===== src/design/udp_hp_pkg.sv =====
// ----------------------------------------------------------------------------
// udp_hp_pkg
// Types and constants of the Ethernet/IPv4/UDP header parser.
// ----------------------------------------------------------------------------
`default_nettype none

package udp_hp_pkg;

    localparam int MAX_FRAME_BYTES = 2048;
    localparam int COUNT_W         = $clog2(MAX_FRAME_BYTES + 1);

    localparam int MAC_W    = 48;
    localparam int IP_W     = 32;
    localparam int PORT_W   = 16;
    localparam int OFFSET_W = 7;
    localparam int PLEN_W   = 11;
    localparam int DIFF_W   = (COUNT_W > PLEN_W) ? COUNT_W : PLEN_W;

    localparam int ETH_HDR_BYTES   = 14;
    localparam int UDP_HDR_BYTES   = 8;
    localparam int MIN_FRAME_BYTES = 42;

    localparam int POS_SRC_MAC   = 6;
    localparam int POS_ETHERTYPE = 12;
    localparam int POS_IHL       = 14;
    localparam int POS_PROTOCOL  = 23;
    localparam int POS_SRC_IP    = 26;
    localparam int POS_DST_IP    = 30;
    localparam int POS_IP_END    = 34;

    localparam logic [15:0] IPV4_ETHERTYPE = 16'h0800;
    localparam logic [7:0]  UDP_PROTOCOL   = 8'd17;
    localparam logic [3:0]  MIN_IHL        = 4'd5;

    typedef enum logic [2:0] {
        ST_OK        = 3'd0,
        ST_SHORT     = 3'd1,
        ST_NOT_IPV4  = 3'd2,
        ST_BAD_IHL   = 3'd3,
        ST_NOT_UDP   = 3'd4,
        ST_UDP_TRUNC = 3'd5
    } t_status;

    typedef struct packed {
        logic [COUNT_W-1:0] count;
        logic [15:0]        ether_type;
        logic [3:0]         header_words;
        logic [7:0]         ip_protocol;
        logic [MAC_W-1:0]   src_mac;
        logic [MAC_W-1:0]   dst_mac;
        logic [IP_W-1:0]    src_ip;
        logic [IP_W-1:0]    dst_ip;
        logic [31:0]        ports;
    } t_frame_state;

    typedef struct packed {
        t_status             status;
        logic [MAC_W-1:0]    source_mac;
        logic [MAC_W-1:0]    destination_mac;
        logic [IP_W-1:0]     source_ip;
        logic [IP_W-1:0]     destination_ip;
        logic [PORT_W-1:0]   source_port;
        logic [PORT_W-1:0]   destination_port;
        logic [OFFSET_W-1:0] payload_offset;
        logic [PLEN_W-1:0]   payload_length;
    } t_result;

endpackage

`default_nettype wire


===== src/design/udp_hp_capture.sv =====
// ----------------------------------------------------------------------------
// udp_hp_capture
// Per-frame byte counter and header field capture registers.
// ----------------------------------------------------------------------------
`default_nettype none

module udp_hp_capture (
    input  wire logic                    i_clk,
    input  wire logic                    i_rst_n,
    input  wire logic                    i_step,
    input  wire logic [7:0]              i_data_byte,
    input  wire logic                    i_last_byte,
    output udp_hp_pkg::t_frame_state     o_state
);
    import udp_hp_pkg::*;

    t_frame_state       r_state;
    t_frame_state       n_state;
    logic [6:0]         udp_start;
    logic [6:0]         udp_ports_end;
    logic [COUNT_W-1:0] pos;
    logic               in_ports;

    assign pos           = r_state.count;
    assign udp_start     = 7'(ETH_HDR_BYTES) + {1'b0, r_state.header_words, 2'b00};
    assign udp_ports_end = udp_start + 7'd4;
    assign in_ports      = (pos > COUNT_W'(POS_IHL)) && (pos >= COUNT_W'(udp_start))
                           && (pos < COUNT_W'(udp_ports_end));

    always_comb begin
        n_state = r_state;
        if (i_step) begin
            if (i_last_byte) begin
                n_state = '0;
            end else if (pos < COUNT_W'(MAX_FRAME_BYTES)) begin
                n_state.count = r_state.count + 1'b1;
                if (pos < COUNT_W'(POS_SRC_MAC)) begin
                    n_state.dst_mac = {r_state.dst_mac[MAC_W-9:0], i_data_byte};
                end else if (pos < COUNT_W'(POS_ETHERTYPE)) begin
                    n_state.src_mac = {r_state.src_mac[MAC_W-9:0], i_data_byte};
                end else if (pos < COUNT_W'(POS_IHL)) begin
                    n_state.ether_type = {r_state.ether_type[7:0], i_data_byte};
                end else if (pos == COUNT_W'(POS_IHL)) begin
                    n_state.header_words = i_data_byte[3:0];
                end else if (pos == COUNT_W'(POS_PROTOCOL)) begin
                    n_state.ip_protocol = i_data_byte;
                end else if (pos >= COUNT_W'(POS_SRC_IP) && pos < COUNT_W'(POS_DST_IP)) begin
                    n_state.src_ip = {r_state.src_ip[IP_W-9:0], i_data_byte};
                end else if (pos >= COUNT_W'(POS_DST_IP) && pos < COUNT_W'(POS_IP_END)) begin
                    n_state.dst_ip = {r_state.dst_ip[IP_W-9:0], i_data_byte};
                end
                if (in_ports) begin
                    n_state.ports = {r_state.ports[23:0], i_data_byte};
                end
            end
        end
    end

    always_ff @(posedge i_clk) begin
        if (!i_rst_n) begin
            r_state <= '0;
        end else begin
            r_state <= n_state;
        end
    end

    assign o_state = r_state;

endmodule

`default_nettype wire


===== src/design/udp_hp_check.sv =====
// ----------------------------------------------------------------------------
// udp_hp_check
// Frame validity checks and result formation on the final byte.
// ----------------------------------------------------------------------------
`default_nettype none

module udp_hp_check (
    input  wire udp_hp_pkg::t_frame_state i_state,
    output udp_hp_pkg::t_result           o_result
);
    import udp_hp_pkg::*;

    logic [COUNT_W-1:0] len;
    logic [6:0]         ip_end;
    logic [6:0]         hdr_end;
    logic [DIFF_W-1:0]  diff;
    t_status            status;

    // The final byte itself is counted unless the frame is already saturated.
    assign len     = (i_state.count < COUNT_W'(MAX_FRAME_BYTES)) ?
                     i_state.count + 1'b1 : i_state.count;
    assign ip_end  = 7'(ETH_HDR_BYTES) + {1'b0, i_state.header_words, 2'b00};
    assign hdr_end = ip_end + 7'(UDP_HDR_BYTES);
    assign diff    = DIFF_W'(len) - DIFF_W'(hdr_end);

    always_comb begin
        priority if (len < COUNT_W'(MIN_FRAME_BYTES)) begin
            status = ST_SHORT;
        end else if (i_state.ether_type != IPV4_ETHERTYPE) begin
            status = ST_NOT_IPV4;
        end else if (i_state.header_words < MIN_IHL || COUNT_W'(ip_end) > len) begin
            status = ST_BAD_IHL;
        end else if (i_state.ip_protocol != UDP_PROTOCOL) begin
            status = ST_NOT_UDP;
        end else if (COUNT_W'(hdr_end) > len) begin
            status = ST_UDP_TRUNC;
        end else begin
            status = ST_OK;
        end
    end

    always_comb begin
        o_result        = '0;
        o_result.status = status;
        if (status == ST_OK) begin
            o_result.source_mac       = i_state.src_mac;
            o_result.destination_mac  = i_state.dst_mac;
            o_result.source_ip        = i_state.src_ip;
            o_result.destination_ip   = i_state.dst_ip;
            o_result.source_port      = i_state.ports[31:16];
            o_result.destination_port = i_state.ports[15:0];
            o_result.payload_offset   = hdr_end;
            o_result.payload_length   = diff[PLEN_W-1:0];
        end
    end

endmodule

`default_nettype wire


===== src/design/udp_header_parser.sv =====
// ----------------------------------------------------------------------------
// udp_header_parser
// Ethernet/IPv4/UDP header parser, one frame byte per transaction.
// ----------------------------------------------------------------------------
// The input channel carries one frame byte per transaction in wire order,
// with i_last_byte set on the final byte of the frame. The output channel
// carries one result per frame: a status and the extracted header fields,
// all zero except the status when a check fails.
// The block takes one byte per cycle while the input is not stalled. A byte
// is held in the input register and then updates the capture registers. On
// a final byte the result is written to the output register, where it is
// offered to the receiver.
// While the receiver stalls, the held result stays on the output and bytes
// that produce no result keep flowing. A final byte waits in the input
// register until the output register frees, and input is stalled while it
// waits.
// Reset clears the capture registers and drops both valid flags.
// ----------------------------------------------------------------------------
`default_nettype none

module udp_header_parser (
    input  wire logic                              i_clk,
    input  wire logic                              i_rst_n,
    input  wire logic                              i_valid,
    output logic                                   o_stall,
    input  wire logic [7:0]                        i_data_byte,
    input  wire logic                              i_last_byte,
    output logic                                   o_valid,
    input  wire logic                              i_stall,
    output udp_hp_pkg::t_status                    o_status,
    output logic [udp_hp_pkg::MAC_W-1:0]           o_source_mac,
    output logic [udp_hp_pkg::MAC_W-1:0]           o_destination_mac,
    output logic [udp_hp_pkg::IP_W-1:0]            o_source_ip,
    output logic [udp_hp_pkg::IP_W-1:0]            o_destination_ip,
    output logic [udp_hp_pkg::PORT_W-1:0]          o_source_port,
    output logic [udp_hp_pkg::PORT_W-1:0]          o_destination_port,
    output logic [udp_hp_pkg::OFFSET_W-1:0]        o_payload_offset,
    output logic [udp_hp_pkg::PLEN_W-1:0]          o_payload_length
);
    import udp_hp_pkg::*;

    logic         r_in_valid;
    logic [7:0]   r_in_byte;
    logic         r_in_last;
    logic         r_out_valid;
    t_result      r_out;
    logic         out_free;
    logic         step;
    logic         in_accept;
    t_frame_state frame_state;
    t_result      result;

    assign out_free  = !r_out_valid || !i_stall;
    assign step      = r_in_valid && (!r_in_last || out_free);
    assign o_stall   = r_in_valid && !step;
    assign in_accept = i_valid && !o_stall;

    always_ff @(posedge i_clk) begin
        if (!i_rst_n) begin
            r_in_valid <= 1'b0;
        end else if (in_accept) begin
            r_in_valid <= 1'b1;
        end else if (step) begin
            r_in_valid <= 1'b0;
        end
    end

    always_ff @(posedge i_clk) begin
        if (in_accept) begin
            r_in_byte <= i_data_byte;
            r_in_last <= i_last_byte;
        end
    end

    udp_hp_capture u_capture (
        .i_clk       (i_clk),
        .i_rst_n     (i_rst_n),
        .i_step      (step),
        .i_data_byte (r_in_byte),
        .i_last_byte (r_in_last),
        .o_state     (frame_state)
    );

    udp_hp_check u_check (
        .i_state  (frame_state),
        .o_result (result)
    );

    always_ff @(posedge i_clk) begin
        if (!i_rst_n) begin
            r_out_valid <= 1'b0;
        end else if (step && r_in_last) begin
            r_out_valid <= 1'b1;
        end else if (!i_stall) begin
            r_out_valid <= 1'b0;
        end
    end

    always_ff @(posedge i_clk) begin
        if (step && r_in_last) begin
            r_out <= result;
        end
    end

    assign o_valid            = r_out_valid;
    assign o_status           = r_out.status;
    assign o_source_mac       = r_out.source_mac;
    assign o_destination_mac  = r_out.destination_mac;
    assign o_source_ip        = r_out.source_ip;
    assign o_destination_ip   = r_out.destination_ip;
    assign o_source_port      = r_out.source_port;
    assign o_destination_port = r_out.destination_port;
    assign o_payload_offset   = r_out.payload_offset;
    assign o_payload_length   = r_out.payload_length;

endmodule

`default_nettype wire


===== config.mk =====
export PLATFORM = sky130hd
export DESIGN_NAME = udp_header_parser
export DESIGN_NICKNAME = d
export VERILOG_FILES = /design/src/design/udp_hp_pkg.sv /design/src/design/udp_hp_capture.sv /design/src/design/udp_hp_check.sv /design/src/design/udp_header_parser.sv
export SDC_FILE = /design/constraint.sdc
export NUM_CORES = 1
export LEC_CHECK = 0
export BUFFER_PORTS_ARGS = -buffer_cell sky130_fd_sc_hd__clkbuf_2
export CAP_MARGIN = 20
export CORE_MARGIN = 2
export CORE_UTILIZATION = 30
export DETAILED_ROUTE_END_ITERATION = 12
export SYNTH_ARGS = -nofsm -noshare
export SYNTH_HDL_FRONTEND = slang
export SYNTH_SLANG_ARGS = --single-unit

===== constraint.sdc =====
create_clock -name i_clk -period 9.55 [get_ports i_clk]
set_input_delay 2.3875 -clock i_clk [delete_from_list [all_inputs] [get_ports i_clk]]
set_output_delay 2.3875 -clock i_clk [all_outputs]
set_load 0.005 [all_outputs]

==> results of run 1 <==
==> cell families after synthesis <==
| family | count (synthesis) | share of synthesized area, % |
|---|---|---|
| flops | 455 | 62.4 |
| mux | 46 | 2.54 |
| compound gates | 262 | 9.89 |
| fa+ha+maj | 30 | 2.11 |
| other cells | 1 | 0.0207 |
| xor+xnor | 22 | 1.06 |
| simple gates | 649 | 18.3 |
| buf+inv | 146 | 3.67 |
==> tightest hold or removal path, stage by stage (launching register included) <==
cell and delay [ns]:
dfxtp_1 0.32, nand2_1 0.05, mux2i_1 0.05
==> cells in the mapped netlist (all sizes together), types with 4 or more instances <==
cell	instances	area, µm²
nor4b	4	35.0
nand4b	5	43.8
nand3	119	606
nor3	6	30.0
xor2	6	52.6
a211oi	4	30.0
clkbuf	86	324
edfxtp	221	6640
a22oi	99	743
and2	210	1310
nor4	8	50.1
nand2	132	495
xnor2	16	140
a21boi	34	255
nand3b	4	30.0
nor2b	18	113
mux2i	45	450
buf	35	248
nor2	120	450
inv	24	90.1
a21oi	19	95.1
ha	29	363
o21ai	67	335
and3	5	31.3
o21a	5	37.5
a31oi	4	25.0
dfxtp	234	4680
nand4	6	43.8
o211a	4	40.0
==> flip-flops by register name (all words and copies together), names as in the netlist, 12 cells and up <==
name,flops
o_source_ip,32
o_source_mac,48
o_destination_port,16
o_destination_mac,48
u_capture.o_state,220
o_source_port,16
u_capture.pos,12
o_destination_ip,32
==> worst max-delay path by stage <==
stage                           startpoint                      to  depth (start not counted)
CTS                 u_capture.o_state[200]        o_source_mac[27]                         14
global placement                   i_stall                 o_stall                          4
finish              u_capture.o_state[200]     o_payload_length[9]                         14
floorplan                          i_stall  u_capture.o_state[136]                          8
global route              u_capture.pos[1]     o_payload_length[9]                         12
detailed placement  u_capture.o_state[200]   o_destination_mac[40]                         14
==> power by group <==
group          switching [W]  internal, W
Combinational      0.0000986    0.0000385
Sequential         0.0000219      0.00207
Clock               0.000790      0.00108
Total               0.000910      0.00318
==> area by class of cell <==
| cell class | instances | area share, % |
|---|---|---|
| Clock buffer | 70 | 6.31 |
| Clock inverter | 22 | 1.01 |
| Inverter | 25 | 0.478 |
| Multi-Input combinational cell | 1010 | 29.0 |
| Sequential cell | 455 | 52.7 |
| Tap cell | 782 | 4.56 |
| Timing Repair Buffer | 241 | 5.90 |
==> stage by stage <==
step / hold WS, ns / util [%] / setup WS [ns] / cell area, µm²
after detailed placement: 0.447 / 33.0 / 4.22 / 19900
final: 0.452 / 35.7 / 4.18 / 21500
after CTS: 0.451 / 35.7 / 4.18 / 21400
after floorplan: 0.430 / - / 1.71 / 18200
after global placement: 0.437 / 33.0 / 4.22 / 19900
after global routing: 0.470 / 35.7 / 3.75 / 21500
==> layer usage <==
metal / track usage, % / wire [µm] / vias to the layer above
met5: 0 / 0 / -
met4: 4.33 / 1100 / 0
met3: 2.51 / 2050 / 66
met2: 22.6 / 21200 / 269
met1: 18.6 / 20200 / 5937
li1: - / - / 6006
==> results.sh, run 1 <==
export IMPL_reg2reg_depth=14
export IMPL_synth_seq_area_share_pct=62.4
export IMPL_crit_family="compound AO/OA/AOI/OAI gates"
export IMPL_maxCapViolations=0
export IMPL_grt_overflow=0
export IMPL_setup_viol=0
export IMPL_place_inst=2512
export IMPL_cts_root_buf="clkbuf_16"
export IMPL_hp_class="flip-flop to flip-flop"
export IMPL_synth_cells=1611
export IMPL_synth_area_um2=18200
export IMPL_grt_pass1_wl_mm=68.4
export IMPL_io_pins=228
export IMPL_rows=90
export IMPL_antenna_found_initial=0
export IMPL_num_fill_cells=5976
export IMPL_initial_utilization_pct=30.2
export IMPL_drv_slew=0
export IMPL_route_detailed_wl_per_inst_um=17.1
export IMPL_coreArea_um2=60100
export IMPL_period_needed_ns=5.37
export IMPL_vias=12300
export IMPL_required_ns=9.99
export IMPL_drive_gt1_share_pct=18.4
export IMPL_finClkSkew_ns=0.0217
export IMPL_final_setup_tns_ns=0
export IMPL_cpMostUsedCell="ha_1"
export IMPL_synth_cell_type_count=65
export IMPL_via_per_inst=4.71
export IMPL_worstHoldStart="u_capture.o_state[8]"
export IMPL_first_pass_iters=5
export IMPL_final_antenna_net_count=0
export IMPL_regArea_um2=11300
export IMPL_ys_ff_latch=455
export IMPL_crit_path_start_kind="flip-flop"
export IMPL_status="finished clean"
export IMPL_track_usage_pct=13.8
export IMPL_r2r_slack_ns=4.18
export IMPL_die_h_um=250
export IMPL_crit_buf_inv=3
export IMPL_slew_headroom_pct=25.0
export IMPL_cp_arrival_ns=5.81
export IMPL_synth_enable_flop_cells=221
export IMPL_htree_levels=2
export IMPL_finalHoldViolations=0
export IMPL_r2r_start="u_capture.o_state[200]"
export IMPL_multiInputGateArea_um2=6220
export IMPL_most_common_layout_cells="234 x dfxtp_1, 225 x clkbuf_2, 221 x edfxtp_1"
export IMPL_syn_avg_cell_area_um2=11.3
export IMPL_max_freq_mhz=186
export IMPL_critical_path_peak_fanout=113
export IMPL_hold_buffers=0
export IMPL_die_area_um2=62500
export IMPL_grt_start_max_net_pins=135
export IMPL_worst_pin_slew_ns=1.13
export IMPL_synth_flop_cell="dfxtp_1"
export IMPL_hold_end="u_capture.o_state[16]"
export IMPL_nets=1825
export IMPL_fin_crit_sh_pct=56.2
export IMPL_cts_resized=0
export IMPL_r2r_end="o_payload_length[9]"
export IMPL_cts_setup_buffers=0
export IMPL_drt_iter0_drc=722
export IMPL_power_w=0.00409
export IMPL_area_growth_pct=18.3
export IMPL_irDropWorstVdd_mv=0.104
export IMPL_dp_hpwl_mm=28.3
export IMPL_syn_nets=1654
export IMPL_rsz0062_at_grt="no"
export IMPL_slowest_delay_ns=0.83
export IMPL_crit_chain="inv_1 -> ha_1 -> xor2_1 -> inv_1 -> ha_1 -> xnor2_1 -> ha_1 -> a21o_1 -> a211o_1 -> o211ai_1 -> o221a_1 -> o211a_4 -> buf_4 -> and2_1"
export IMPL_worstSetupPathType="flip-flop to flip-flop"
export IMPL_drt_wl_total_mm=44.6
export IMPL_place_gp_congestion=0.774
export IMPL_cts_buffer_depth=3
export IMPL_hold_depth=2
export IMPL_die_w_um=250
export IMPL_p_leak_nw=7.90
export IMPL_ys_warnings_count=0
export IMPL_clock_latency_ns=0.58
export IMPL_p_per_area_nw_per_um2=191
export IMPL_endpoint_kind="flip-flop"
export IMPL_path_clk_slew_ns=0.06
export IMPL_cts_made_buffers=49
export IMPL_cts_tree="yes"
export IMPL_clkSinkCount=455
export IMPL_synthArstFlopShare_pct=0
export IMPL_grt_pass1_vias=11700
export IMPL_final_common_cell="dfxtp_1"
export IMPL_drc_errors=0
export IMPL_port_buffers=226
export IMPL_slowest_stage="buf_4"
export IMPL_stdcell_count=2605
export IMPL_n_antenna_cell=0
Power figures use the tool's default switching activity.
==> run 2: changes to the inputs <==
clock period = 5.3 ns   (was 9.55 ns; I/O delays follow)
==> run 2 against run 1 <==
Effect of this change: sequential power is 80% higher; flip-flop and latch count is the same; critical path type unchanged; wire length increased by 0.91%; combinational power rose by 83%; largest power group unchanged; total power grew 82%.
==> results.sh, run 2 (synthesized netlist as in run 1, its figures left out) <==
export IMPL_status="finished clean"
export IMPL_area_growth_pct=19.4
export IMPL_finalHoldWorstSlack_ns=0.455
export IMPL_setup_viol=0
export IMPL_grt_overflow=0
export IMPL_grt_start_max_net_pins=93
export IMPL_grt_pass1_vias=11800
export IMPL_cts_tree="yes"
export IMPL_coreArea_um2=60100
export IMPL_finalHoldViolations=0
export IMPL_num_fill_cells=5948
export IMPL_die_area_um2=62500
export IMPL_max_freq_mhz=223
export IMPL_finClkSkew_ns=0.0177
export IMPL_die_w_um=250
export IMPL_first_pass_iters=5
export IMPL_largest_reg_flops=220
export IMPL_n_antenna_cell=0
export IMPL_vias=12400
export IMPL_hp_class="flip-flop to flip-flop"
export IMPL_cts_made_buffers=49
export IMPL_top_layer="met4"
export IMPL_nets=1833
export IMPL_most_common_layout_cells="234 x dfxtp_1, 225 x clkbuf_2, 221 x edfxtp_1"
export IMPL_slew_headroom_pct=28.9
export IMPL_path_clk_slew_ns=0.06
export IMPL_clkSinkCount=455
export IMPL_maxCapViolations=0
export IMPL_dp_hpwl_mm=29.0
export IMPL_required_ns=5.75
export IMPL_period_needed_ns=4.49
export IMPL_met2_length_mm=21.5
export IMPL_final_antenna_net_count=0
export IMPL_cts_root_buf="clkbuf_16"
export IMPL_fin_crit_sh_pct=84.6
export IMPL_drc_errors=0
export IMPL_endpoint_kind="flip-flop"
export IMPL_place_gp_congestion=0.839
export IMPL_p_per_area_nw_per_um2=345
export IMPL_route_detailed_wl_per_inst_um=17.2
export IMPL_port_buffers=226
export IMPL_drt_iter0_drc=954
export IMPL_drt_met1_wl_mm=20.4
export IMPL_drt_wl_total_mm=45.0
export IMPL_cts_buffer_depth=3
export IMPL_p_leak_nw=8.01
export IMPL_via_per_inst=4.73
export IMPL_irDropWorstVdd_mv=0.215
export IMPL_rows=90
export IMPL_cp_arrival_ns=4.94
export IMPL_worstSetupPathType="flip-flop to flip-flop"
export IMPL_grt_pass1_wl_mm=69.3
export IMPL_worst_pin_slew_ns=1.07
export IMPL_critical_path_peak_fanout=60
export IMPL_rsz0062_at_grt="no"
export IMPL_track_usage_pct=14.0
export IMPL_met3WireLength_mm=1.99
export IMPL_initial_utilization_pct=30.2
export IMPL_io_pins=228
export IMPL_drv_slew=0
export IMPL_clock_latency_ns=0.60
export IMPL_antenna_found_initial=0
export IMPL_final_util_pct=36.0
export IMPL_cts_resized=0
export IMPL_die_h_um=250
export IMPL_htree_levels=2
export IMPL_final_common_cell="dfxtp_1"
export IMPL_drive_gt1_share_pct=19.2
export IMPL_crit_path_start_kind="flip-flop"
export IMPL_hold_buffers=0
export IMPL_cts_setup_buffers=0
run 2: cell types whose count changed in the layout (fill, tap and decap cells not counted), sizes merged:
cell / change
buf: +8
clkbuf: -7
clkinvlp: +4
clkinv: +3
inv: -2
bufinv: +1
run 2: worst max-delay path, cell delays in order, from the launching register on:
cell	delay, ns
dfxtp_1	0.60
ha_1	0.41
nand3_2	0.23
o31a_1	0.37
or2_2	0.34
inv_1	0.11
ha_1	0.29
a211o_1	0.28
o211ai_1	0.26
o221a_1	0.27
o211a_4	0.53
buf_4	0.39
and2_1	0.18
run 2: metal layers:
| metal | track usage (%) | vias up |
|---|---|---|
| met5 | 0 | - |
| li1 | - | 6022 |
| met3 | 2.60 | 76 |
| met4 | 4.55 | 0 |
| met1 | 19.0 | 5993 |
| met2 | 22.8 | 259 |
run 2: power breakdown:
part           switching (W)  internal (W)  leakage (nW)  total (W)
clock network        0.00147       0.00199         0.792    0.00345
registers          0.0000380       0.00372          3.92    0.00376
logic               0.000178     0.0000737          3.29   0.000251
run 2: path summary, 6_finish.rpt:
kind / start / to / slack (ns) / depth (start not counted)
setup / recovery: u_capture.pos[1] / o_destination_ip[29] / 0.81 / 12
hold / removal: u_capture.o_state[26] / u_capture.o_state[26] / 0.46 / 2
setup reg to reg: u_capture.pos[1] / o_destination_ip[29] / 0.81 / 12
hold reg to reg: u_capture.o_state[26] / u_capture.o_state[26] / 0.46 / 2
run 2: area by class of cell:
cell class | instances | area, µm² | share of cell area [%]
timing repair buffer | 249 | 1380 | 6.39
inverter | 25 | 97.6 | 0.450
sequential | 455 | 11300 | 52.2
clock inverter | 28 | 297 | 1.37
clock buffer | 63 | 1330 | 6.14
tap | 782 | 978 | 4.52
multi-input combinational | 1010 | 6260 | 28.9
run 2: metrics by stage:
stage	TNS [ns]	power [W]	instance area, µm²	setup slack, ns	instances
final	0	0.00747	21700	0.814	2612
after CTS	0	0.00758	21600	0.740	2609
after global placement	0	0.00409	19900	0.930	2516
after detailed placement	0	0.00409	20000	0.788	2518
after floorplan	-10.55	0.00397	18200	-0.192	1611
after global routing	0	0.00772	21700	0.448	2612
